`src/hdl/assert_macros.svh`:
```
// Assertion macros shared by the allocator RTL.
`ifndef ASSERT_MACROS_SVH
`define ASSERT_MACROS_SVH

// Property checked at every rising edge outside reset.
`define ASSERT_AT(label, clk, rstn, prop, msg) \
    label: assert property (@(posedge clk) disable iff (!rstn) prop) else $error(msg);

// Expression that must never be true outside reset.
`define ASSERT_NEVER(label, clk, rstn, expr, msg) \
    label: assert property (@(posedge clk) disable iff (!rstn) !(expr)) else $error(msg);

`endif

```
`src/hdl/cbba_pkg.sv`:
```
// Types, constants and control store of the chained block bump allocator.
`timescale 1ns / 1ps
package cbba_pkg;

    // Field and register widths
    localparam int CFG_W  = 17;
    localparam int SIZE_W = 17;
    localparam int FAIL_W = 3;

    // Register reset values
    localparam logic [CFG_W-1:0] BLOCK_BYTES_RST     = 17'd4096;
    localparam logic [CFG_W-1:0] MAX_SMALL_BYTES_RST = 17'd4032;

    // Fail count thresholds
    localparam logic [FAIL_W-1:0] FAIL_SKIP = 3'd4;
    localparam logic [FAIL_W-1:0] FAIL_MAX  = 3'd7;

    // Result status codes
    localparam logic [1:0] ST_ALLOC    = 2'd0;
    localparam logic [1:0] ST_LARGE    = 2'd1;
    localparam logic [1:0] ST_NO_BLOCK = 2'd2;
    localparam logic [1:0] ST_RST_DONE = 2'd3;

    // Command codes
    localparam logic CMD_ALLOC = 1'b0;
    localparam logic CMD_RESET = 1'b1;

    // Register indexes
    localparam logic REG_BLOCK_BYTES = 1'b0;
    localparam logic REG_MAX_SMALL   = 1'b1;

    // Sequencer step addresses
    typedef logic [3:0] step_t;
    localparam step_t S_IDLE     = 4'd0;
    localparam step_t S_DISPATCH = 4'd1;
    localparam step_t S_LIMIT    = 4'd2;
    localparam step_t S_RD       = 4'd3;
    localparam step_t S_TEST     = 4'd4;
    localparam step_t S_ADV      = 4'd5;
    localparam step_t S_FULLCHK  = 4'd6;
    localparam step_t S_WRD      = 4'd7;
    localparam step_t S_WUPD     = 4'd8;
    localparam step_t S_OPEN     = 4'd9;
    localparam step_t S_BUMP     = 4'd10;
    localparam step_t S_POOLRST  = 4'd11;
    localparam step_t S_LARGE    = 4'd12;
    localparam step_t S_FULL     = 4'd13;
    localparam step_t S_EMIT     = 4'd14;

    // Datapath actions
    typedef enum logic [3:0] {
        A_NONE,
        A_LATCH,
        A_LOAD_PTR,
        A_READ,
        A_INC_PTR,
        A_FAIL_UPD,
        A_OPEN,
        A_BUMP,
        A_POOL_RST,
        A_SET_LARGE,
        A_SET_FULL,
        A_EMIT
    } act_t;

    // Jump conditions
    typedef enum logic [2:0] {
        C_ALWAYS,
        C_NO_IN,
        C_CMD_RST,
        C_TOO_LARGE,
        C_FITS,
        C_MORE,
        C_POOL_FULL,
        C_OUT_BUSY
    } cond_t;

    // One control word: action, condition, target when true, target when false
    typedef struct packed {
        act_t  act;
        cond_t cond;
        step_t jmp_t;
        step_t jmp_f;
    } ctrl_word_t;

    // Control store
    function automatic ctrl_word_t ucode(input step_t step);
        ctrl_word_t cw;
        cw = '{A_NONE, C_ALWAYS, S_IDLE, S_IDLE};
        unique case (step)
            S_IDLE:     cw = '{A_LATCH,     C_NO_IN,     S_IDLE,    S_DISPATCH};
            S_DISPATCH: cw = '{A_NONE,      C_CMD_RST,   S_POOLRST, S_LIMIT};
            S_LIMIT:    cw = '{A_LOAD_PTR,  C_TOO_LARGE, S_LARGE,   S_RD};
            S_RD:       cw = '{A_READ,      C_ALWAYS,    S_TEST,    S_TEST};
            S_TEST:     cw = '{A_NONE,      C_FITS,      S_BUMP,    S_ADV};
            S_ADV:      cw = '{A_INC_PTR,   C_MORE,      S_RD,      S_FULLCHK};
            S_FULLCHK:  cw = '{A_LOAD_PTR,  C_POOL_FULL, S_FULL,    S_WRD};
            S_WRD:      cw = '{A_READ,      C_MORE,      S_WUPD,    S_OPEN};
            S_WUPD:     cw = '{A_FAIL_UPD,  C_ALWAYS,    S_WRD,     S_WRD};
            S_OPEN:     cw = '{A_OPEN,      C_ALWAYS,    S_EMIT,    S_EMIT};
            S_BUMP:     cw = '{A_BUMP,      C_ALWAYS,    S_EMIT,    S_EMIT};
            S_POOLRST:  cw = '{A_POOL_RST,  C_ALWAYS,    S_EMIT,    S_EMIT};
            S_LARGE:    cw = '{A_SET_LARGE, C_ALWAYS,    S_EMIT,    S_EMIT};
            S_FULL:     cw = '{A_SET_FULL,  C_ALWAYS,    S_EMIT,    S_EMIT};
            S_EMIT:     cw = '{A_EMIT,      C_OUT_BUSY,  S_EMIT,    S_IDLE};
            default:    cw = '{A_NONE,      C_ALWAYS,    S_IDLE,    S_IDLE};
        endcase
        return cw;
    endfunction

endpackage

```
`src/hdl/chained_block_bump_allocator_unit.sv`:
```
// Chained block bump allocator: microcoded sequencer, block tables and APB registers.
//
// Usage:
// - Request channel (in_valid/in_ready): cmd selects allocate or pool reset,
//   req_bytes gives the size. One item is in work at a time; in_ready is high
//   only while the sequencer waits at its idle step.
// - Result channel (out_valid/out_ready): status, block_index, byte_offset,
//   held in an output register. The next item is taken while a result waits;
//   its own result waits at the emit step until the register is free.
// - APB port: block_bytes at 0x0, max_small_bytes at 0x4; write only when idle.
// Steps from accept to the emit step:
// - pool reset: dispatch, pool reset; too large: dispatch, limit, large
// - hit: dispatch, limit, read/test/advance per missed block, read and test, bump
// - new block opened: search misses, full check, fail count walk, open
// Each searched block costs a read step, a test step and an advance step, set
// by the registered read of the block tables; the fail count walk costs a read
// and a write step per block it updates. Each item ends back at the idle step.
// Reset (rst_n low) restores the registers, rewinds every block and leaves one
// block open. A stalled receiver holds the result; nothing is dropped.
`timescale 1ns / 1ps
`include "assert_macros.svh"
module chained_block_bump_allocator_unit #(
    parameter int MAX_BLOCKS   = 16,
    parameter int HEADER_BYTES = 64
) (
    input  logic        clk,
    input  logic        rst_n,
    // APB register port
    input  logic        psel,
    input  logic        penable,
    input  logic        pwrite,
    input  logic [2:0]  paddr,
    input  logic [31:0] pwdata,
    output logic [31:0] prdata,
    output logic        pready,
    // Request channel
    input  logic        in_valid,
    output logic        in_ready,
    input  logic        cmd,
    input  logic [16:0] req_bytes,
    // Result channel
    output logic        out_valid,
    input  logic        out_ready,
    output logic [1:0]  status,
    output logic [3:0]  block_index,
    output logic [15:0] byte_offset
);
    import cbba_pkg::*;

    localparam int CNT_W = $clog2(MAX_BLOCKS + 1);
    localparam int IDX_W = (MAX_BLOCKS > 1) ? $clog2(MAX_BLOCKS) : 1;
    localparam logic [CFG_W-1:0] HDR = CFG_W'(HEADER_BYTES);
    localparam logic [CNT_W-1:0] MAX_CNT = CNT_W'(MAX_BLOCKS);

    // Configuration registers
    logic [CFG_W-1:0] block_bytes_reg;
    logic [CFG_W-1:0] max_small_reg;

    // Sequencer and pool state
    step_t            step_reg;
    step_t            step_next;
    ctrl_word_t       cw;
    logic             cond_true;
    logic [CNT_W-1:0] ptr_reg;
    logic [CNT_W-1:0] ptr_inc;
    logic [IDX_W-1:0] ptr_idx;
    logic [IDX_W-1:0] current_reg;
    logic [CNT_W-1:0] open_reg;
    logic [IDX_W-1:0] open_idx;
    logic             fill_vld_reg [MAX_BLOCKS];
    logic             fail_vld_reg [MAX_BLOCKS];

    // Block tables
    logic [CFG_W-1:0]  fill_mem [MAX_BLOCKS];
    logic [FAIL_W-1:0] fail_mem [MAX_BLOCKS];
    logic [CFG_W-1:0]  rd_fill_reg;
    logic [FAIL_W-1:0] rd_fail_reg;
    logic              rd_fill_vld_reg;
    logic              rd_fail_vld_reg;

    // Item and result holding
    logic              cmd_reg;
    logic [SIZE_W-1:0] size_reg;
    logic [1:0]        res_status_reg;
    logic [3:0]        res_block_reg;
    logic [15:0]       res_offset_reg;
    logic              out_valid_reg;
    logic [1:0]        status_reg;
    logic [3:0]        block_index_reg;
    logic [15:0]       byte_offset_reg;

    // Datapath signals
    logic              in_acc;
    logic              out_busy;
    logic              cfg_wr;
    logic [CFG_W-1:0]  room_cfg;
    logic [CFG_W-1:0]  small_limit;
    logic              too_large;
    logic [CFG_W-1:0]  fill_eff;
    logic              fits;
    logic [FAIL_W-1:0] fail_old;
    logic [FAIL_W-1:0] fail_new;
    logic              fill_we;
    logic [IDX_W-1:0]  fill_wa;
    logic [CFG_W-1:0]  fill_wd;

    assign pready    = 1'b1;
    assign in_ready  = (step_reg == S_IDLE);
    assign in_acc    = in_valid && in_ready;
    assign out_busy  = out_valid_reg && !out_ready;
    assign cfg_wr    = psel && penable && pwrite && pready;
    assign out_valid   = out_valid_reg;
    assign status      = status_reg;
    assign block_index = block_index_reg;
    assign byte_offset = byte_offset_reg;

    assign ptr_idx  = ptr_reg[IDX_W-1:0];
    assign ptr_inc  = ptr_reg + 1'b1;
    assign open_idx = open_reg[IDX_W-1:0];

    // Register read back
    always_comb
    begin
        prdata = (paddr[2] == REG_MAX_SMALL) ? 32'(max_small_reg) : 32'(block_bytes_reg);
    end

    // Small request limit: min(max_small_bytes, block_bytes - header), 0 if no room
    always_comb
    begin
        room_cfg    = block_bytes_reg - HDR;
        small_limit = (block_bytes_reg < HDR) ? '0 :
                      ((max_small_reg < room_cfg) ? max_small_reg : room_cfg);
        too_large   = (size_reg > small_limit);
    end

    // Room test on the block just read; a block filled past its end fits only a zero-byte request
    always_comb
    begin
        fill_eff = rd_fill_vld_reg ? rd_fill_reg : HDR;
        if (fill_eff <= block_bytes_reg)
        begin
            fits = ((block_bytes_reg - fill_eff) >= size_reg);
        end
        else
        begin
            fits = (size_reg == '0);
        end
        fail_old = rd_fail_vld_reg ? rd_fail_reg : '0;
        fail_new = (fail_old < FAIL_MAX) ? (fail_old + 1'b1) : fail_old;
    end

    // Control word fetch and jump
    always_comb
    begin
        cw = ucode(step_reg);
        case (cw.cond)
            C_ALWAYS:    cond_true = 1'b1;
            C_NO_IN:     cond_true = !in_valid;
            C_CMD_RST:   cond_true = (cmd_reg == CMD_RESET);
            C_TOO_LARGE: cond_true = too_large;
            C_FITS:      cond_true = fits;
            C_MORE:      cond_true = (ptr_inc < open_reg);
            C_POOL_FULL: cond_true = (open_reg >= MAX_CNT);
            C_OUT_BUSY:  cond_true = out_busy;
            default:     cond_true = 1'b1;
        endcase
        step_next = cond_true ? cw.jmp_t : cw.jmp_f;
    end

    // Fill table write port
    always_comb
    begin
        fill_we = 1'b0;
        fill_wa = ptr_idx;
        fill_wd = fill_eff + size_reg;
        case (cw.act)
            A_BUMP:
            begin
                fill_we = 1'b1;
            end
            A_OPEN:
            begin
                fill_we = 1'b1;
                fill_wa = open_idx;
                fill_wd = HDR + size_reg;
            end
            default:
            begin
                fill_we = 1'b0;
            end
        endcase
    end

    // Block tables, registered read at the pointer
    always_ff @(posedge clk)
    begin
        if (fill_we)
        begin
            fill_mem[fill_wa] <= fill_wd;
        end
        if (cw.act == A_FAIL_UPD)
        begin
            fail_mem[ptr_idx] <= fail_new;
        end
        if (cw.act == A_READ)
        begin
            rd_fill_reg     <= fill_mem[ptr_idx];
            rd_fail_reg     <= fail_mem[ptr_idx];
            rd_fill_vld_reg <= fill_vld_reg[ptr_idx];
            rd_fail_vld_reg <= fail_vld_reg[ptr_idx];
        end
    end

    // Item and result payload
    always_ff @(posedge clk)
    begin
        if (cw.act == A_LATCH && in_acc)
        begin
            cmd_reg  <= cmd;
            size_reg <= req_bytes;
        end
        case (cw.act)
            A_BUMP:
            begin
                res_status_reg <= ST_ALLOC;
                res_block_reg  <= 4'(ptr_reg);
                res_offset_reg <= 16'(fill_eff);
            end
            A_OPEN:
            begin
                res_status_reg <= ST_ALLOC;
                res_block_reg  <= 4'(open_reg);
                res_offset_reg <= 16'(HDR);
            end
            A_POOL_RST:
            begin
                res_status_reg <= ST_RST_DONE;
                res_block_reg  <= '0;
                res_offset_reg <= '0;
            end
            A_SET_LARGE:
            begin
                res_status_reg <= ST_LARGE;
                res_block_reg  <= '0;
                res_offset_reg <= '0;
            end
            A_SET_FULL:
            begin
                res_status_reg <= ST_NO_BLOCK;
                res_block_reg  <= '0;
                res_offset_reg <= '0;
            end
            default:
            begin
            end
        endcase
        if (cw.act == A_EMIT && !out_busy)
        begin
            status_reg      <= res_status_reg;
            block_index_reg <= res_block_reg;
            byte_offset_reg <= res_offset_reg;
        end
    end

    // Control state: sequencer, pointers, valid bits, output flag, registers
    always_ff @(posedge clk or negedge rst_n)
    begin
        if (!rst_n)
        begin
            step_reg        <= S_IDLE;
            ptr_reg         <= '0;
            current_reg     <= '0;
            open_reg        <= CNT_W'(1);
            out_valid_reg   <= 1'b0;
            block_bytes_reg <= BLOCK_BYTES_RST;
            max_small_reg   <= MAX_SMALL_BYTES_RST;
            for (int i = 0; i < MAX_BLOCKS; i++)
            begin
                fill_vld_reg[i] <= 1'b0;
                fail_vld_reg[i] <= 1'b0;
            end
        end
        else
        begin
            step_reg <= step_next;

            // Register writes
            if (cfg_wr)
            begin
                if (paddr[2] == REG_BLOCK_BYTES)
                begin
                    block_bytes_reg <= pwdata[CFG_W-1:0];
                end
                else
                begin
                    max_small_reg <= pwdata[CFG_W-1:0];
                end
            end

            // Output register handshake
            if (cw.act == A_EMIT && !out_busy)
            begin
                out_valid_reg <= 1'b1;
            end
            else if (out_ready)
            begin
                out_valid_reg <= 1'b0;
            end

            case (cw.act)
                A_LOAD_PTR:
                begin
                    ptr_reg <= CNT_W'(current_reg);
                end
                A_INC_PTR:
                begin
                    ptr_reg <= ptr_inc;
                end
                A_FAIL_UPD:
                begin
                    fail_vld_reg[ptr_idx] <= 1'b1;
                    if (fail_old > FAIL_SKIP)
                    begin
                        current_reg <= IDX_W'(ptr_inc);
                    end
                    ptr_reg <= ptr_inc;
                end
                A_BUMP:
                begin
                    fill_vld_reg[ptr_idx] <= 1'b1;
                end
                A_OPEN:
                begin
                    fill_vld_reg[open_idx] <= 1'b1;
                    fail_vld_reg[open_idx] <= 1'b0;
                    open_reg <= open_reg + 1'b1;
                end
                A_POOL_RST:
                begin
                    current_reg <= '0;
                    for (int i = 0; i < MAX_BLOCKS; i++)
                    begin
                        fill_vld_reg[i] <= 1'b0;
                        fail_vld_reg[i] <= 1'b0;
                    end
                end
                default:
                begin
                end
            endcase
        end
    end

    // Checks on sequencer and pool state
    `ASSERT_AT(a_cur_in_pool, clk, rst_n, (CNT_W'(current_reg) < open_reg), "current block past open blocks")
    `ASSERT_AT(a_accept_dispatch, clk, rst_n, (in_valid && in_ready) |=> (step_reg == S_DISPATCH), "accepted item not dispatched")
    `ASSERT_AT(a_open_grows, clk, rst_n, (step_reg == S_OPEN) |=> (open_reg == $past(open_reg) + 1'b1), "open count did not advance")
    `ASSERT_NEVER(a_full_only_at_limit, clk, rst_n, (step_reg == S_FULL) && (open_reg != MAX_CNT), "out of blocks below limit")

endmodule
```
`config.mk`:
```
export PLATFORM = sky130hd
export DESIGN_NAME = chained_block_bump_allocator_unit
export DESIGN_NICKNAME = d
export VERILOG_FILES = /design/src/hdl/cbba_pkg.sv /design/src/hdl/chained_block_bump_allocator_unit.sv
export VERILOG_INCLUDE_DIRS = /design/src /design/src/hdl
export SDC_FILE = /design/constraint.sdc
export NUM_CORES = 1
export LEC_CHECK = 0
export ABC_CLOCK_PERIOD_IN_PS = 8950
export BUFFER_PORTS_ARGS = -buffer_cell sky130_fd_sc_hd__buf_4
export CAP_MARGIN = 10
export CORE_UTILIZATION = 25
export DETAILED_ROUTE_END_ITERATION = 8
export SLEW_MARGIN = 10
export SYNTH_ARGS = -nofsm -noshare
export SYNTH_HDL_FRONTEND = slang
export SYNTH_SLANG_ARGS = --single-unit
```
`constraint.sdc`:
```
create_clock -name clk -period 8.95 [get_ports clk]
set_clock_uncertainty 0.15 [all_clocks]
set_input_delay 1.3425 -clock clk [delete_from_list [all_inputs] [get_ports clk]]
set_output_delay 1.3425 -clock clk [all_outputs]
set_load 0.05 [all_outputs]
```
==> tab_implementation.tex <==
\begin{tabular}{lr}
\hline
Metric & Value \\
\hline
\multicolumn{2}{l}{\textbf{Power and ir drop}} \\
Peak supply drop & 0.0002575 V \\
Static leakage & 9.753 nW \\
Pwr Density & 350.9 mW/mm² \\
Final Total Pwr & 9.503 mW \\
\multicolumn{2}{l}{\textbf{Floorplanning}} \\
Area inside the core boundary & 0.09194 mm² \\
Die outline area & 0.09437 mm² \\
Starting density of the core & 0.2533 \\
Floorplan die width & 307.2 µm \\
Die Ht & 307.2 µm \\
Boundary Pins & 117 \\
Placement Rows & 111 \\
\multicolumn{2}{l}{\textbf{Logic synthesis}} \\
Area share of the leading cell type in the synthesized netlist & 0.5210 \\
Gate Count Post-Synth & 1608 \\
Top post-synthesis cells by area & sky130\_fd\_sc\_hd\_\_edfxtp\_1, sky130\_fd\_sc\_hd\_\_mux4\_2, sky130\_fd\_sc\_hd\_\_dfrtp\_1 \\
YS warnings & 0 \\
Fraction of registers with async set/reset & 0.1738 \\
Most instantiated cells after synthesis & sky130\_fd\_sc\_hd\_\_edfxtp\_1, sky130\_fd\_sc\_hd\_\_nand2\_1, sky130\_fd\_sc\_hd\_\_mux4\_2 \\
Synth Area per Inst & 14.48 µm² \\
Register bit total from synthesis & 489 \\
Leading cell type by number of instances after synthesis & sky130\_fd\_sc\_hd\_\_edfxtp\_1 \\
Post-synthesis cell type count & 76 \\
Most used DFF post-synth & sky130\_fd\_sc\_hd\_\_edfxtp\_1 \\
Post-synth EDFFs & 404 \\
Cell Area, Synth & 0.02329 mm² \\
Proportion of synthesized chip area in sequential cells & 0.6128 \\
Post-synth top area cell & sky130\_fd\_sc\_hd\_\_edfxtp\_1 \\
\multicolumn{2}{l}{\textbf{Layout}} \\
Utilization after layout & 0.2946 \\
Final design area excluding fillers & 0.02708 mm² \\
Ratio of cells with drive above 1 in the final layout & 0.2368 \\
Register name with the most flops & fill\_mem \\
Leading registers by flop count & fill\_mem: 272 flops, fail\_mem: 48 flops \\
Area growth syn-to-layout & 16.31\% \\
Post-route non-filler standard cell count & 2983 \\
Number of antenna diodes & 0 \\
Flip-flop count of the largest register after layout & 272 \\
NumNets Final & 1870 \\
\multicolumn{2}{l}{\textbf{Global route}} \\
Via count of the first global-routing pass & 14260 \\
Overall routing resource usage & 0.1199 \\
Aggregate global routing overflow & 0 \\
Pin count of the biggest net entering global routing & 86 \\
First-pass GRT wire length & 86.82 mm \\
Number of antenna violations at the first check in global routing & 0 \\
\multicolumn{2}{l}{\textbf{Clock network}} \\
Total of hold buffers inserted after clock tree synthesis & 0 \\
Depth of the CTS H-tree & 2 \\
Number of buffers added for setup after CTS & 0 \\
CTS tree & yes \\
Worst-case clock buffer depth & 3 \\
Clock latency on the worst-skew pair & 610 ps \\
CTS Root Cell & sky130\_fd\_sc\_hd\_\_clkbuf\_16 \\
Clk pin slew, worst setup/hold paths & 60 ps \\
Clock net sink count & 489 \\
Resized cells post-CTS & 0 \\
Clock buffer count from CTS & 49 \\
\multicolumn{2}{l}{\textbf{Timing}} \\
Min setup slack post-route & 2970 ps \\
Slew @ Worst Pin & 1176 ps \\
RSZ-0062 raised after global routing & no \\
Worst hold slack & 266.1 ps \\
Worst-case headroom to the max-slew limit & 0.2104 \\
Final critical delay including setup and external delays & 5980 ps \\
Setup violation total in the final timing report & 0 \\
Highest clock rate & 0.1672 GHz \\
TNS Setup & 0 ps \\
Number of max-slew violations in the final report & 0 \\
Period utilization & 0.6681 \\
Final-report hold violation count & 0 \\
\multicolumn{2}{l}{\textbf{Routing}} \\
Wirelength per Cell & 19.08 µm \\
Via count of the routed design & 13950 \\
Total detailed-routing wirelength & 56.91 mm \\
Number of DRC markers after the initial detailed-route iteration & 1024 \\
Antenna violation net count after detailed routing & 0 \\
DRC errors left & 0 \\
Pre-antenna DRT Iters & 7 \\
Mean number of vias per cell & 4.677 \\
\multicolumn{2}{l}{\textbf{Worst setup path}} \\
CP arrival & 6360 ps \\
Class of the most critical setup path & flop to flop \\
Cells along the critical path & nor4\_1, nand2\_1, nor4\_1, xnor2\_1, ha\_1, o21a\_1, o21ai\_0, nor3\_1, a31oi\_1, a21oi\_2, buf\_4, mux2\_2, nand2\_1, ha\_1, nand3\_1, o41ai\_1, o21ai\_0, a21oi\_1, a311oi\_1, a221oi\_4, mux2i\_1, nand2\_1, a32oi\_1 \\
Length in cells of the worst reg-to-reg path & 23 \\
Required time reported for the critical path endpoint & 9330 ps \\
Kind of start point of the critical path & flop \\
Critical Path Most Common Cell & sky130\_fd\_sc\_hd\_\_nand2\_1 \\
Critical path peak fanout & 20 \\
Endpoint type of the worst setup path & flop \\
CP max stage delay & 530 ps \\
Slowest CP cell & sky130\_fd\_sc\_hd\_\_o41ai\_1 \\
\multicolumn{2}{l}{\textbf{Placement}} \\
Setup slack after placement & 2858 ps \\
Cell Area, Placed & 0.02542 mm² \\
Post-detail-place hpwl & 37.85 mm \\
Port Buffers & 83 \\
Global placer's final weighted congestion & 0.8453 \\
Cell total after placement & 2894 \\
\multicolumn{2}{l}{\textbf{Flow run}} \\
Total of max-cap violations & 0 \\
\multicolumn{2}{l}{\textbf{Worst hold path}} \\
Hold Path Stages & 0 \\
Hold WC Path Type & flop to flop \\
\multicolumn{2}{l}{\textbf{Outcome}} \\
Status & finished clean \\
\hline
\end{tabular}
area by class of cell:
cell class | instances | area, µm²
fill | 9151 | 64860
clock inverter | 28 | 331.6
sequential | 489 | 14280
multi-input combinational | 974 | 8476
timing repair buffer | 118 | 889.6
tap | 1243 | 1555
inverter | 71 | 266.5
clock buffer | 60 | 1287
final timing paths:
kind                       slack [ps]             end                start
hold / removal                    270  byte_offset[0]    res_offset_reg[0]
min in group asynchronous         660       out_valid                rst_n
setup / recovery                 2970     step_reg[2]  block_bytes_reg[11]
max in group asynchronous        7340      ptr_reg[0]                rst_n
hold reg to reg                   270  byte_offset[0]    res_offset_reg[0]
setup reg to reg                 2970     step_reg[2]  block_bytes_reg[11]
cell families (layout without fill, tap and decap cells):
| logic type | count (synthesis) | count (layout) | synth area share |
|---|---|---|---|
| xor+xnor | 53 | 53 | 0.01993 |
| compound gates | 249 | 249 | 0.06974 |
| flops | 489 | 489 | 0.6128 |
| buf+inv | 159 | 277 | 0.02977 |
| mux | 164 | 164 | 0.1322 |
| simple gates | 385 | 385 | 0.07716 |
| fa+ha+maj | 107 | 107 | 0.05814 |
| other cells | 2 | 16 | 0.0003225 |
worst max-delay path, delay by kind of cell (launching register included):
kind,cells,cell delay [ps]
buf+inv,1,320
compound gates,10,2390
flops,1,450
mux,2,620
simple gates,7,1310
xor+xnor,1,150
fa+ha+maj,2,470
routing by layer:
layer / wire, µm / track usage
met2: 29260 / 0.2123
met1: 24160 / 0.1532
met3: 2518 / 0.01886
met5: 0 / 0
met4: 970 / 0.02603
placed cells by master (no fill, tap or decap), types with 7 or more instances in the layout:
cell type,n
sky130_fd_sc_hd__edfxtp_1,404
sky130_fd_sc_hd__nand2_1,122
sky130_fd_sc_hd__buf_4,117
sky130_fd_sc_hd__mux4_2,110
sky130_fd_sc_hd__ha_1,105
sky130_fd_sc_hd__nor2_1,89
sky130_fd_sc_hd__dfrtp_1,74
sky130_fd_sc_hd__a21oi_1,73
sky130_fd_sc_hd__inv_1,70
sky130_fd_sc_hd__o21ai_0,51
sky130_fd_sc_hd__clkbuf_16,49
sky130_fd_sc_hd__nand3_1,48
sky130_fd_sc_hd__mux2_2,48
sky130_fd_sc_hd__xnor2_1,39
sky130_fd_sc_hd__nor3_1,22
sky130_fd_sc_hd__and3_1,21
sky130_fd_sc_hd__a21o_1,17
sky130_fd_sc_hd__nor2_2,17
sky130_fd_sc_hd__conb_1,16
sky130_fd_sc_hd__o211ai_1,15
sky130_fd_sc_hd__xor2_1,14
sky130_fd_sc_hd__nor2b_1,13
sky130_fd_sc_hd__a21oi_2,12
sky130_fd_sc_hd__a31oi_1,11
sky130_fd_sc_hd__o221a_2,11
sky130_fd_sc_hd__nand2b_1,10
sky130_fd_sc_hd__clkinv_1,10
sky130_fd_sc_hd__clkbuf_1,9
sky130_fd_sc_hd__dfstp_2,8
sky130_fd_sc_hd__and2_1,7
sky130_fd_sc_hd__o21bai_1,7
sky130_fd_sc_hd__a311oi_1,7
power by group:
group          internal (mW)  leakage, nW  switching (mW)
Clock                   1.18        0.784           0.889
Sequential              3.30         4.73           0.251
Combinational           1.43         4.24            2.45
Total                   5.91         9.75            3.59
(Power assumes the default switching activity.)
